[src/design/esc_pkg.sv]
`default_nettype none

package esc_pkg;

  // Field widths
  localparam int unsigned EPOCH_W = 64;
  localparam int unsigned YEAR_W  = 40;

  // Seconds per day = 128 * 675: shift off 7 bits, then divide by 675
  localparam int unsigned SOD_SHIFT = 7;
  localparam int unsigned DIV1      = 675;
  localparam int unsigned DIV2      = 146097;  // days per 400 years
  localparam int unsigned DIV_BITS  = 8;       // quotient bits per divider stage

  // Internal widths
  localparam int unsigned U1_W    = 58;                 // biased floor(t / 128)
  localparam int unsigned U2_W    = 49;                 // biased day count from 1 March, year 0
  localparam int unsigned R1_W    = $clog2(DIV1);
  localparam int unsigned DOC_W   = $clog2(DIV2);       // day of 400-year cycle
  localparam int unsigned SOD_W   = R1_W + SOD_SHIFT;   // second of day
  localparam int unsigned CYC_W   = 33;                 // signed 400-year cycle count
  localparam int unsigned YACC_W  = 42;                 // year accumulator
  localparam int unsigned REM100_W = 16;
  localparam int unsigned REM4_W   = 11;
  localparam int unsigned REM1_W   = 9;
  localparam int unsigned D10_W    = 12;
  localparam int unsigned HREM_W   = 12;

  // Calendar constants
  localparam int unsigned MJD_EPOCH    = 40587;
  localparam int unsigned MJD_BIAS     = 678881;
  localparam int unsigned DAYS_100Y    = 36524;
  localparam int unsigned DAYS_4Y      = 1461;
  localparam int unsigned DAYS_YEAR    = 365;
  localparam int unsigned MONTH_TENTHS = 306;
  localparam int unsigned MONTH_COUNT  = 12;
  localparam int unsigned MONTH_WRAP   = 10;   // January and February belong to next year
  localparam int unsigned MONTH_SHIFT  = 2;
  localparam int unsigned DAY_ROUND    = 5;
  localparam int unsigned WEEK_OFFSET  = 3;
  localparam int unsigned WEEK_DAYS    = 7;
  localparam int unsigned CENTURY      = 100;
  localparam int unsigned SECS_HOUR    = 3600;
  localparam int unsigned SECS_MIN     = 60;
  localparam int unsigned HOURS_DAY    = 24;
  localparam int unsigned MAX_MDAY     = 31;

  // x / 10 == (x * 205) >> 11 for x below 1029
  localparam int unsigned DIV10_MUL   = 205;
  localparam int unsigned DIV10_SHIFT = 11;

  // Biases that make both floor divisions work on non-negative values
  localparam logic [63:0] DIV1_BIAS_Q = (64'd1 << 56) / 64'(DIV1) + 64'd1;
  localparam logic [U1_W-1:0] DIV1_BIAS = U1_W'(DIV1_BIAS_Q * 64'(DIV1));
  localparam logic [63:0] DIV2_BIAS_Q = (64'd1 << 47) / 64'(DIV2) + 64'd1;
  localparam logic [U2_W-1:0] DIV2_OFFSET =
    U2_W'(DIV2_BIAS_Q * 64'(DIV2) + 64'(MJD_EPOCH) + 64'(MJD_BIAS) - DIV1_BIAS_Q);
  localparam logic [CYC_W-1:0] CYC_BIAS = CYC_W'(DIV2_BIAS_Q);

  // Pipeline depth
  localparam int unsigned D1_STAGES = (U1_W + DIV_BITS - 1) / DIV_BITS;
  localparam int unsigned D2_STAGES = (U2_W + DIV_BITS - 1) / DIV_BITS;
  localparam int unsigned POST_STAGES = 6;
  localparam int unsigned LATENCY = 1 + D1_STAGES + 1 + D2_STAGES + POST_STAGES;

endpackage

`default_nettype wire

[src/design/epoch_seconds_to_calendar.sv]
`default_nettype none

// Channel   Ports                                   Transfer when
// -------   -------------------------------------   ----------------------------
// input     start, busy, in_epoch_seconds           start high, busy low
// result    out_valid, out_second ... out_year      out_valid high (one cycle)
//
// One timestamp enters per clock while busy is low. The pipeline depth is set
// by the two constant dividers (8 + 7 stages, 8 quotient bits each) plus
// input, rebase and six calendar stages.
// rst_n is synchronous and active low; busy is high only while rst_n is low.
// The result side has no back-pressure, so nothing in the pipeline ever stalls.

module epoch_seconds_to_calendar (
  input  logic               clk,
  input  logic               rst_n,
  input  logic               start,
  output logic               busy,
  input  logic signed [63:0] in_epoch_seconds,
  output logic               out_valid,
  output logic [5:0]         out_second,
  output logic [5:0]         out_minute,
  output logic [4:0]         out_hour,
  output logic [4:0]         out_day_of_month,
  output logic [3:0]         out_month_index,
  output logic [2:0]         out_weekday,
  output logic signed [39:0] out_year
);

  // ---------------------------------------------------------------------------
  // Input stage: floor(t / 128) by arithmetic shift, biased to stay positive
  // ---------------------------------------------------------------------------
  logic                             accept;
  logic                             s0_vld_r;
  logic [esc_pkg::U1_W-1:0]         s0_num_r;
  logic [esc_pkg::U1_W-1:0]         s0_num_nxt;
  logic [esc_pkg::SOD_SHIFT-1:0]    s0_frac_r;

  assign busy   = !rst_n;
  assign accept = start && !busy;

  assign s0_num_nxt = {in_epoch_seconds[esc_pkg::EPOCH_W-1],
                       in_epoch_seconds[esc_pkg::EPOCH_W-1:esc_pkg::SOD_SHIFT]}
                      + esc_pkg::DIV1_BIAS;

  // ---------------------------------------------------------------------------
  // Divide by 675: quotient is the biased day number, remainder with the
  // shifted-off bits forms the second of the day
  // ---------------------------------------------------------------------------
  logic                             d1_vld;
  logic [esc_pkg::U1_W-1:0]         d1_quo;
  logic [esc_pkg::R1_W-1:0]         d1_rem;
  logic [esc_pkg::SOD_SHIFT-1:0]    d1_pay;

  esc_cdiv #(
    .W       (esc_pkg::U1_W),
    .DIVISOR (esc_pkg::DIV1),
    .BITS    (esc_pkg::DIV_BITS),
    .PW      (esc_pkg::SOD_SHIFT)
  ) u_div_day (
    .clk     (clk),
    .rst_n   (rst_n),
    .in_vld  (s0_vld_r),
    .in_num  (s0_num_r),
    .in_pay  (s0_frac_r),
    .out_vld (d1_vld),
    .out_quo (d1_quo),
    .out_rem (d1_rem),
    .out_pay (d1_pay)
  );

  // ---------------------------------------------------------------------------
  // Rebase: swap the day bias for the one of the 400-year division and move
  // the origin to 1 March of year 0 (MJD shift folded into the same constant)
  // ---------------------------------------------------------------------------
  logic                             sm_vld_r;
  logic [esc_pkg::U2_W-1:0]         sm_num_r;
  logic [esc_pkg::U2_W-1:0]         sm_num_nxt;
  logic [esc_pkg::SOD_W-1:0]        sm_sod_r;

  assign sm_num_nxt = d1_quo[esc_pkg::U2_W-1:0] + esc_pkg::DIV2_OFFSET;

  // ---------------------------------------------------------------------------
  // Divide by 146097: quotient is the biased 400-year cycle, remainder the day
  // within the cycle; second of day rides along
  // ---------------------------------------------------------------------------
  logic                             d2_vld;
  logic [esc_pkg::U2_W-1:0]         d2_quo;
  logic [esc_pkg::DOC_W-1:0]        d2_rem;
  logic [esc_pkg::SOD_W-1:0]        d2_pay;

  esc_cdiv #(
    .W       (esc_pkg::U2_W),
    .DIVISOR (esc_pkg::DIV2),
    .BITS    (esc_pkg::DIV_BITS),
    .PW      (esc_pkg::SOD_W)
  ) u_div_era (
    .clk     (clk),
    .rst_n   (rst_n),
    .in_vld  (sm_vld_r),
    .in_num  (sm_num_r),
    .in_pay  (sm_sod_r),
    .out_vld (d2_vld),
    .out_quo (d2_quo),
    .out_rem (d2_rem),
    .out_pay (d2_pay)
  );

  // ---------------------------------------------------------------------------
  // P1: cycle count, century within the cycle, weekday, hour
  // ---------------------------------------------------------------------------
  logic                             p1_vld_r;
  logic [esc_pkg::CYC_W-1:0]        p1_cyc_r,    p1_cyc_nxt;
  logic [1:0]                       p1_c100_r,   p1_c100_nxt;
  logic [esc_pkg::REM100_W-1:0]     p1_rem100_r, p1_rem100_nxt;
  logic [2:0]                       p1_wk_r,     p1_wk_nxt;
  logic [4:0]                       p1_hour_r,   p1_hour_nxt;
  logic [esc_pkg::HREM_W-1:0]       p1_hrem_r,   p1_hrem_nxt;

  always_comb begin : p1_logic
    logic [esc_pkg::DOC_W-1:0] base;
    logic [esc_pkg::DOC_W-1:0] wtmp;
    logic [5:0]                wsum;
    logic [3:0]                wfold;
    logic [esc_pkg::SOD_W-1:0] hrem;
    base  = '0;
    wtmp  = '0;
    wsum  = '0;
    wfold = '0;
    hrem  = '0;

    p1_cyc_nxt = {1'b0, d2_quo[esc_pkg::CYC_W-2:0]} - esc_pkg::CYC_BIAS;

    // The last day of a cycle falls into the fourth century as its leap day
    priority if (d2_rem >= esc_pkg::DOC_W'(3 * esc_pkg::DAYS_100Y)) begin
      p1_c100_nxt = 2'd3;
      base        = esc_pkg::DOC_W'(3 * esc_pkg::DAYS_100Y);
    end else if (d2_rem >= esc_pkg::DOC_W'(2 * esc_pkg::DAYS_100Y)) begin
      p1_c100_nxt = 2'd2;
      base        = esc_pkg::DOC_W'(2 * esc_pkg::DAYS_100Y);
    end else if (d2_rem >= esc_pkg::DOC_W'(esc_pkg::DAYS_100Y)) begin
      p1_c100_nxt = 2'd1;
      base        = esc_pkg::DOC_W'(esc_pkg::DAYS_100Y);
    end else begin
      p1_c100_nxt = 2'd0;
      base        = '0;
    end
    p1_rem100_nxt = esc_pkg::REM100_W'(d2_rem - base);

    // Weekday: 8 == 1 mod 7, so sum octal digits and fold
    wtmp = d2_rem + esc_pkg::DOC_W'(esc_pkg::WEEK_OFFSET);
    for (int k = 0; k < esc_pkg::DOC_W / 3; k++) begin
      wsum = wsum + 6'(wtmp[3*k +: 3]);
    end
    wfold = 4'(wsum[5:3]) + 4'(wsum[2:0]);
    p1_wk_nxt = (wfold >= 4'(esc_pkg::WEEK_DAYS)) ? 3'(wfold - 4'(esc_pkg::WEEK_DAYS))
                                                   : 3'(wfold);

    // Hour: restoring division by 3600, five quotient bits
    hrem        = d2_pay;
    p1_hour_nxt = '0;
    for (int k = 4; k >= 0; k--) begin
      if (hrem >= (esc_pkg::SOD_W'(esc_pkg::SECS_HOUR) << k)) begin
        hrem = hrem - (esc_pkg::SOD_W'(esc_pkg::SECS_HOUR) << k);
        p1_hour_nxt[k] = 1'b1;
      end
    end
    p1_hrem_nxt = esc_pkg::HREM_W'(hrem);
  end

  // ---------------------------------------------------------------------------
  // P2: four-year cycle within the century, minute and second, cycle years
  // ---------------------------------------------------------------------------
  logic                             p2_vld_r;
  logic [esc_pkg::YACC_W-1:0]       p2_yr_r,     p2_yr_nxt;
  logic [4:0]                       p2_c4_r,     p2_c4_nxt;
  logic [esc_pkg::REM4_W-1:0]       p2_rem4_r,   p2_rem4_nxt;
  logic [5:0]                       p2_min_r,    p2_min_nxt;
  logic [5:0]                       p2_sec_r,    p2_sec_nxt;
  logic [4:0]                       p2_hour_r;
  logic [2:0]                       p2_wk_r;

  always_comb begin : p2_logic
    logic [esc_pkg::REM100_W-1:0] r4;
    logic [esc_pkg::HREM_W-1:0]   rm;
    logic [esc_pkg::YACC_W-1:0]   cx;
    r4 = p1_rem100_r;
    rm = p1_hrem_r;
    cx = {{(esc_pkg::YACC_W - esc_pkg::CYC_W){p1_cyc_r[esc_pkg::CYC_W-1]}}, p1_cyc_r};

    p2_c4_nxt = '0;
    for (int k = 4; k >= 0; k--) begin
      if (r4 >= (esc_pkg::REM100_W'(esc_pkg::DAYS_4Y) << k)) begin
        r4 = r4 - (esc_pkg::REM100_W'(esc_pkg::DAYS_4Y) << k);
        p2_c4_nxt[k] = 1'b1;
      end
    end
    p2_rem4_nxt = esc_pkg::REM4_W'(r4);

    p2_min_nxt = '0;
    for (int k = 5; k >= 0; k--) begin
      if (rm >= (esc_pkg::HREM_W'(esc_pkg::SECS_MIN) << k)) begin
        rm = rm - (esc_pkg::HREM_W'(esc_pkg::SECS_MIN) << k);
        p2_min_nxt[k] = 1'b1;
      end
    end
    p2_sec_nxt = 6'(rm);

    // 400 * cycle + 100 * century
    p2_yr_nxt = (cx << 8) + (cx << 7) + (cx << 4)
                + esc_pkg::YACC_W'(9'(esc_pkg::CENTURY) * 9'(p1_c100_r));
  end

  // ---------------------------------------------------------------------------
  // P3: year within the four-year cycle; the leap day lands in the fourth year
  // ---------------------------------------------------------------------------
  logic                             p3_vld_r;
  logic [esc_pkg::YACC_W-1:0]       p3_yr_r,     p3_yr_nxt;
  logic [esc_pkg::REM1_W-1:0]       p3_rem1_r,   p3_rem1_nxt;
  logic [5:0]                       p3_min_r;
  logic [5:0]                       p3_sec_r;
  logic [4:0]                       p3_hour_r;
  logic [2:0]                       p3_wk_r;

  always_comb begin : p3_logic
    logic [1:0]                 c1;
    logic [esc_pkg::REM4_W-1:0] base;
    priority if (p2_rem4_r >= esc_pkg::REM4_W'(3 * esc_pkg::DAYS_YEAR)) begin
      c1   = 2'd3;
      base = esc_pkg::REM4_W'(3 * esc_pkg::DAYS_YEAR);
    end else if (p2_rem4_r >= esc_pkg::REM4_W'(2 * esc_pkg::DAYS_YEAR)) begin
      c1   = 2'd2;
      base = esc_pkg::REM4_W'(2 * esc_pkg::DAYS_YEAR);
    end else if (p2_rem4_r >= esc_pkg::REM4_W'(esc_pkg::DAYS_YEAR)) begin
      c1   = 2'd1;
      base = esc_pkg::REM4_W'(esc_pkg::DAYS_YEAR);
    end else begin
      c1   = 2'd0;
      base = '0;
    end
    p3_rem1_nxt = esc_pkg::REM1_W'(p2_rem4_r - base);
    // 4 * four-year count + year count is a plain concatenation
    p3_yr_nxt = p2_yr_r + esc_pkg::YACC_W'({p2_c4_r, c1});
  end

  // ---------------------------------------------------------------------------
  // P4: month counted from March via the 30.6-day fixed-point step
  // ---------------------------------------------------------------------------
  logic                             p4_vld_r;
  logic [esc_pkg::D10_W-1:0]        p4_d10_r,    p4_d10_nxt;
  logic [3:0]                       p4_mi_r,     p4_mi_nxt;
  logic [esc_pkg::YACC_W-1:0]       p4_yr_r;
  logic [5:0]                       p4_min_r;
  logic [5:0]                       p4_sec_r;
  logic [4:0]                       p4_hour_r;
  logic [2:0]                       p4_wk_r;

  always_comb begin : p4_logic
    p4_d10_nxt = (esc_pkg::D10_W'(p3_rem1_r) << 3) + (esc_pkg::D10_W'(p3_rem1_r) << 1)
                 + esc_pkg::D10_W'(esc_pkg::DAY_ROUND);
    p4_mi_nxt = '0;
    for (int k = 1; k < esc_pkg::MONTH_COUNT; k++) begin
      if (p4_d10_nxt >= esc_pkg::D10_W'(k * esc_pkg::MONTH_TENTHS)) begin
        p4_mi_nxt = 4'(k);
      end
    end
  end

  // ---------------------------------------------------------------------------
  // P5: tenths left in the month, January/February roll into the next year
  // ---------------------------------------------------------------------------
  logic                             p5_vld_r;
  logic [esc_pkg::REM1_W-1:0]       p5_rem_r,    p5_rem_nxt;
  logic [3:0]                       p5_month_r,  p5_month_nxt;
  logic [esc_pkg::YACC_W-1:0]       p5_yr_r,     p5_yr_nxt;
  logic [5:0]                       p5_min_r;
  logic [5:0]                       p5_sec_r;
  logic [4:0]                       p5_hour_r;
  logic [2:0]                       p5_wk_r;

  always_comb begin : p5_logic
    p5_rem_nxt = esc_pkg::REM1_W'(p4_d10_r
                 - esc_pkg::D10_W'(p4_mi_r) * esc_pkg::D10_W'(esc_pkg::MONTH_TENTHS));
    if (p4_mi_r >= 4'(esc_pkg::MONTH_WRAP)) begin
      p5_month_nxt = p4_mi_r - 4'(esc_pkg::MONTH_WRAP);
      p5_yr_nxt    = p4_yr_r + esc_pkg::YACC_W'(1);
    end else begin
      p5_month_nxt = p4_mi_r + 4'(esc_pkg::MONTH_SHIFT);
      p5_yr_nxt    = p4_yr_r;
    end
  end

  // ---------------------------------------------------------------------------
  // P6 (output register): day of month = tenths / 10 + 1; skip year zero
  // ---------------------------------------------------------------------------
  logic                             p6_vld_r;
  logic [4:0]                       p6_mday_r,   p6_mday_nxt;
  logic [esc_pkg::YEAR_W-1:0]       p6_year_r,   p6_year_nxt;
  logic [3:0]                       p6_month_r;
  logic [5:0]                       p6_min_r;
  logic [5:0]                       p6_sec_r;
  logic [4:0]                       p6_hour_r;
  logic [2:0]                       p6_wk_r;

  always_comb begin : p6_logic
    logic [16:0]                prod;
    logic [esc_pkg::YACC_W-1:0] yr;
    prod = 17'(p5_rem_r) * 17'(esc_pkg::DIV10_MUL);
    p6_mday_nxt = 5'(prod >> esc_pkg::DIV10_SHIFT) + 5'd1;
    // Counted years at or below zero step down by one
    if (p5_yr_r[esc_pkg::YACC_W-1] || (p5_yr_r == '0)) begin
      yr = p5_yr_r - esc_pkg::YACC_W'(1);
    end else begin
      yr = p5_yr_r;
    end
    p6_year_nxt = yr[esc_pkg::YEAR_W-1:0];
  end

  // ---------------------------------------------------------------------------
  // Valid chain: the only state that reset clears
  // ---------------------------------------------------------------------------
  always_ff @(posedge clk) begin
    if (!rst_n) begin
      s0_vld_r <= 1'b0;
      sm_vld_r <= 1'b0;
      p1_vld_r <= 1'b0;
      p2_vld_r <= 1'b0;
      p3_vld_r <= 1'b0;
      p4_vld_r <= 1'b0;
      p5_vld_r <= 1'b0;
      p6_vld_r <= 1'b0;
    end else begin
      s0_vld_r <= accept;
      sm_vld_r <= d1_vld;
      p1_vld_r <= d2_vld;
      p2_vld_r <= p1_vld_r;
      p3_vld_r <= p2_vld_r;
      p4_vld_r <= p3_vld_r;
      p5_vld_r <= p4_vld_r;
      p6_vld_r <= p5_vld_r;
    end
  end

  // Payload registers advance every cycle; bubbles carry don't-care data
  always_ff @(posedge clk) begin
    s0_num_r    <= s0_num_nxt;
    s0_frac_r   <= in_epoch_seconds[esc_pkg::SOD_SHIFT-1:0];

    sm_num_r    <= sm_num_nxt;
    sm_sod_r    <= {d1_rem, d1_pay};

    p1_cyc_r    <= p1_cyc_nxt;
    p1_c100_r   <= p1_c100_nxt;
    p1_rem100_r <= p1_rem100_nxt;
    p1_wk_r     <= p1_wk_nxt;
    p1_hour_r   <= p1_hour_nxt;
    p1_hrem_r   <= p1_hrem_nxt;

    p2_yr_r     <= p2_yr_nxt;
    p2_c4_r     <= p2_c4_nxt;
    p2_rem4_r   <= p2_rem4_nxt;
    p2_min_r    <= p2_min_nxt;
    p2_sec_r    <= p2_sec_nxt;
    p2_hour_r   <= p1_hour_r;
    p2_wk_r     <= p1_wk_r;

    p3_yr_r     <= p3_yr_nxt;
    p3_rem1_r   <= p3_rem1_nxt;
    p3_min_r    <= p2_min_r;
    p3_sec_r    <= p2_sec_r;
    p3_hour_r   <= p2_hour_r;
    p3_wk_r     <= p2_wk_r;

    p4_d10_r    <= p4_d10_nxt;
    p4_mi_r     <= p4_mi_nxt;
    p4_yr_r     <= p3_yr_r;
    p4_min_r    <= p3_min_r;
    p4_sec_r    <= p3_sec_r;
    p4_hour_r   <= p3_hour_r;
    p4_wk_r     <= p3_wk_r;

    p5_rem_r    <= p5_rem_nxt;
    p5_month_r  <= p5_month_nxt;
    p5_yr_r     <= p5_yr_nxt;
    p5_min_r    <= p4_min_r;
    p5_sec_r    <= p4_sec_r;
    p5_hour_r   <= p4_hour_r;
    p5_wk_r     <= p4_wk_r;

    p6_mday_r   <= p6_mday_nxt;
    p6_year_r   <= p6_year_nxt;
    p6_month_r  <= p5_month_r;
    p6_min_r    <= p5_min_r;
    p6_sec_r    <= p5_sec_r;
    p6_hour_r   <= p5_hour_r;
    p6_wk_r     <= p5_wk_r;
  end

  // ---------------------------------------------------------------------------
  // Result ports
  // ---------------------------------------------------------------------------
  assign out_valid        = p6_vld_r;
  assign out_second       = p6_sec_r;
  assign out_minute       = p6_min_r;
  assign out_hour         = p6_hour_r;
  assign out_day_of_month = p6_mday_r;
  assign out_month_index  = p6_month_r;
  assign out_weekday      = p6_wk_r;
  assign out_year         = signed'(p6_year_r);

endmodule

`default_nettype wire

[src/design/esc_cdiv.sv]
`default_nettype none

// Pipelined unsigned division by a constant, BITS quotient bits per stage.
module esc_cdiv #(
  parameter int unsigned W       = 58,
  parameter int unsigned DIVISOR = 675,
  parameter int unsigned BITS    = 8,
  parameter int unsigned PW      = 7
) (
  input  logic                          clk,
  input  logic                          rst_n,
  input  logic                          in_vld,
  input  logic [W-1:0]                  in_num,
  input  logic [PW-1:0]                 in_pay,
  output logic                          out_vld,
  output logic [W-1:0]                  out_quo,
  output logic [$clog2(DIVISOR)-1:0]    out_rem,
  output logic [PW-1:0]                 out_pay
);

  localparam int unsigned NS = (W + BITS - 1) / BITS;
  localparam int unsigned WP = NS * BITS;
  localparam int unsigned DW = $clog2(DIVISOR);
  localparam logic [DW:0] DIV_C = (DW + 1)'(DIVISOR);

  // Dividend bits shift out at the top while quotient bits shift in below
  logic [WP-1:0] x_r     [NS];
  logic [DW-1:0] rem_r   [NS];
  logic [PW-1:0] pay_r   [NS];
  logic [NS-1:0] vld_r;

  logic [WP-1:0] x_src   [NS];
  logic [DW-1:0] rem_src [NS];
  logic [PW-1:0] pay_src [NS];
  logic [WP-1:0] x_nxt   [NS];
  logic [DW-1:0] rem_nxt [NS];

  always_comb begin : stage_logic
    logic [DW-1:0]   rem_w;
    logic [DW:0]     trial;
    logic [BITS-1:0] qd;
    rem_w = '0;
    trial = '0;
    qd    = '0;
    x_src[0]   = WP'(in_num);
    rem_src[0] = '0;
    pay_src[0] = in_pay;
    for (int s = 1; s < NS; s++) begin
      x_src[s]   = x_r[s-1];
      rem_src[s] = rem_r[s-1];
      pay_src[s] = pay_r[s-1];
    end
    for (int s = 0; s < NS; s++) begin
      rem_w = rem_src[s];
      qd    = '0;
      for (int k = 0; k < BITS; k++) begin
        trial = {rem_w, x_src[s][WP-1-k]};
        if (trial >= DIV_C) begin
          trial = trial - DIV_C;
          qd[BITS-1-k] = 1'b1;
        end
        rem_w = trial[DW-1:0];
      end
      x_nxt[s]   = {x_src[s][WP-BITS-1:0], qd};
      rem_nxt[s] = rem_w;
    end
  end

  always_ff @(posedge clk) begin
    if (!rst_n) begin
      vld_r <= '0;
    end else begin
      vld_r <= {vld_r[NS-2:0], in_vld};
    end
  end

  always_ff @(posedge clk) begin
    for (int s = 0; s < NS; s++) begin
      x_r[s]   <= x_nxt[s];
      rem_r[s] <= rem_nxt[s];
      pay_r[s] <= pay_src[s];
    end
  end

  assign out_vld = vld_r[NS-1];
  assign out_quo = x_r[NS-1][W-1:0];
  assign out_rem = rem_r[NS-1];
  assign out_pay = pay_r[NS-1];

endmodule

`default_nettype wire

[config.mk]
export PLATFORM = sky130hd
export DESIGN_NAME = epoch_seconds_to_calendar
export DESIGN_NICKNAME = d
export VERILOG_FILES = /design/src/design/esc_pkg.sv /design/src/design/epoch_seconds_to_calendar.sv /design/src/design/esc_cdiv.sv
export SDC_FILE = /design/constraint.sdc
export NUM_CORES = 2
export LEC_CHECK = 0
export BUFFER_PORTS_ARGS = -buffer_cell sky130_fd_sc_hd__buf_2
export CAP_MARGIN = 10
export CORE_MARGIN = 5
export CORE_UTILIZATION = 69
export DETAILED_ROUTE_END_ITERATION = 6
export GPL_TIMING_DRIVEN = 0
export PLACE_DENSITY = 0.92
export SLEW_MARGIN = 0
export SYNTH_ARGS = -nofsm -noshare
export SYNTH_HDL_FRONTEND = slang
export SYNTH_SLANG_ARGS = --single-unit
[constraint.sdc]
create_clock -name clk -period 37.6 [get_ports clk]
set_clock_uncertainty 0.2 [all_clocks]
set_input_delay 3.76 -clock clk [delete_from_list [all_inputs] [get_ports clk]]
set_output_delay 3.76 -clock clk [all_outputs]
set_load 0.02 [all_outputs]
==> flow_summary.ini <==
[synthesis]
ys_types = 144
synth-xor-area-share = 0.123
synth_area_sq_mm = 0.0942
synth_edf_count = 0
ys_seq_area_frac = 0.336
synth_adder_area_share = 0.0555
synth_warnings = 0
synth_largest_area_cell = dfxtp_1
syn_inst = 11000
synth-compound-area-share = 0.218
yosysTopAreaCellShare = 0.336
async_flop_share = 0
syn-mean-instance-area_sq_um = 8.54
synth_nets = 11500
yosys.area_share.simple = 0.204
synth_top_family_by_area = compound AO/OA/AOI/OAI gates
ys_seq_elements = 1582
ys.flop_type = dfxtp_1
synth_area_leaders = dfxtp_1 (34%), xnor2_1 (8.2%), ha_1 (4.1%)
synthMuxAreaShare = 0.0304

[sta]
post-route-period-util = 0.492
max_freq_ghz = 0.0541
worstMarginPinSlew_ns = 1.17
finalSetupTns_ns = 0
maxSlewViolCount = 0
layout_min_cycle_time_ns = 18.50
finalSetupViolCount = 0
hold_viol_final = 0
rsz0062_at_grt = false
relSlewSlack = 0.197

[critical_path]
reg2reg_depth = 74
critPathMaxStageDelay_ns = 0.63
cpMaxStageDelayCell = o211ai_1
worstPathArrival_ns = 18.99
crit_required_ns = 38.10
r2r_slack_ns = 19.10
worst-path-buf-inv = 19
cp_max_fo = 10
crit_top_cell = xnor2_1
r2r-end = u_div_era.rem_r[4][13]
worstSetupPathType = reg2reg
worstSetupEndpointType = flop
critPathTopFamily = compound AO/OA/AOI/OAI gates
start_kind = flop
r2r_start = u_div_era.rem_r[3][2]

[clocking]
cts_buffers = 153
ctsResizeCount = 0
clock-sinks = 1582
clkLatencyLatePin_ns = 0.82
clkTransAtPathRegs_ns = 0.06
ctsRootBufferMaster = clkbuf_16
htreeDepth = 4
cts_buffer_depth = 3
cts_tree = done
postCtsSetupBuffers = 0
holdBufCountCts = 0

[global_route]
grt_pass1_vias = 83000
busiest_layer = met2
grtUsageMet3 = 0.0461
grt_pass1_wl_microns = 406000
use_met2 = 0.571
globalRouteOverflowTotal = 0
met1_usage = 0.408
grt_max_degree = 17
grt_use_total = 0.329
antenna_found_initial = 3

[die]
initial_core_util = 0.695
rows = 135
io_pins = 138
die_h_microns = 379
dieArea_sq_mm = 0.144
die_w_microns = 379
core_area_sq_mm = 0.135

[hold_path]
hp-start = u_div_era.x_r[0][33]
min_path_cells = 0
hp-class = reg2reg
holdPathEnd = u_div_era.x_r[1][41]

[drt]
firstDrtPassIters = 7
wl_per_cell_microns = 18.7
vias = 86400
drtIter0Drc = 9138
wirelength_microns = 247000
postRouteAntennaNets = 0
route.detailed.drc = 11
routed_via_density = 6.53

[finish]
area_delta_synth_final_pct = 9.01
num-nets-final = 11800
mostFrequentLayoutCells = dfxtp_1 (1582), nand2_1 (967), xnor2_1 (885)
drive_gt1_frac = 0.0845
final_common_cell = dfxtp_1

[placed_design]
port-buffer-count = 137
dp_hpwl_microns = 179000
place_congestion = 0.990

[outcome]
status = finished, violations left
violations = design-rule violations

[flow_run]
maxCapViolCount = 0
routing by layer:
layer	up-vias	routed length [microns]
met3	994	17000
met5	-	13
met2	4277	119000
met1	40500	101000
met4	2	11000
li1	40600	-
logic make-up (layout without fill, tap and decap cells):
group                    after synthesis  count (layout)
AND/OR/NAND/NOR                     3791            3791
AO/OA/AOI/OAI                       2928            2928
flip-flops                          1582            1582
XOR/XNOR                            1316            1316
buffers and inverters                762            1182
adder cells (fa/ha/maj)              378             378
multiplexers                         274             274
other                                  0               1
Yosys cell counts (48+ instances only):
| master | count |
|---|---|
| nor4_1 | 89 |
| mux2i_1 | 178 |
| and2_1 | 178 |
| nand2b_1 | 137 |
| a211oi_1 | 141 |
| o2111ai_1 | 49 |
| o21ai_0 | 505 |
| a211o_1 | 58 |
| nor3b_1 | 50 |
| ha_1 | 312 |
| o31ai_1 | 83 |
| xor2_1 | 427 |
| nand4_1 | 132 |
| o21bai_1 | 82 |
| o21ai_1 | 54 |
| a22oi_1 | 56 |
| mux2_2 | 91 |
| and3_1 | 138 |
| nor3_1 | 318 |
| o211ai_1 | 132 |
| a31oi_1 | 130 |
| dfxtp_1 | 1582 |
| nor2_1 | 809 |
| a21o_1 | 150 |
| a21oi_1 | 579 |
| nand2_1 | 967 |
| fa_1 | 66 |
| clkbuf_1 | 164 |
| o21a_1 | 96 |
| or3_1 | 108 |
| or2_2 | 92 |
| nand3_1 | 372 |
| xnor2_1 | 885 |
| nand3b_1 | 48 |
| nor2b_1 | 111 |
| a21boi_0 | 59 |
| o22ai_1 | 80 |
| buf_2 | 87 |
| inv_1 | 425 |
per-stage QoR:
step                      area (sq um)   util  hold slack [ns]  setup WS (ns)  cells
after detailed placement         97100  0.717            0.112          19.74  13000
after floorplan                  94200      -            0.110          23.45  11000
after global routing            103000  0.758           0.0856          18.06  13200
final                           103000  0.758           0.0674          19.10  13200
after global placement           97100  0.717            0.110          19.97  12900
after CTS                       103000  0.758           0.0670          19.57  13200
worst max path at each step:
stage | from | endpoint | slack [ns] | cells after the start
after CTS | u_div_era.rem_r[3][2] | u_div_era.rem_r[4][13] | 19.57 | 73
after global placement | u_div_era.rem_r[3][2] | u_div_era.rem_r[4][13] | 19.97 | 74
after global routing | u_div_era.rem_r[3][2] | u_div_era.rem_r[4][13] | 18.06 | 74
final | u_div_era.rem_r[3][2] | u_div_era.rem_r[4][13] | 19.10 | 74
after detailed placement | u_div_era.rem_r[3][2] | u_div_era.rem_r[4][13] | 19.74 | 73
after floorplan | u_div_era.rem_r[3][2] | u_div_era.rem_r[4][13] | 23.45 | 72
cell type report:
class	count	area, sq um
clock inverters	91	1370
inverters	455	1710
multi-input cells	8687	59400
well taps	1781	2230
flip-flops and latches	1582	31700
repair buffers	138	691
fillers	9317	32800
clock buffers	191	4200
diodes	1	2.50
plain buffers	307	1400
registers in the layout, summed over array words and instances (netlist names), 9 cells and up:
name	count
u_div_day.x_r	399
u_div_era.x_r	248
p1_cyc_r	33
p2_yr_r	40
p4_yr_r	42
p3_rem1_r	9
p3_yr_r	42
sm_num_r	49
u_div_day.rem_r	72
u_div_era.pay_r	119
u_div_era.rem_r	99
p5_yr_r	42
s0_num_r	58
out_year	40
p2_rem4_r	11
u_div_day.pay_r	56
p1_hrem_r	12
sm_sod_r	17
p1_rem100_r	16
Power is not shown: default switching activity piles up to over one toggle a cycle in this logic, so the estimate is an artifact.
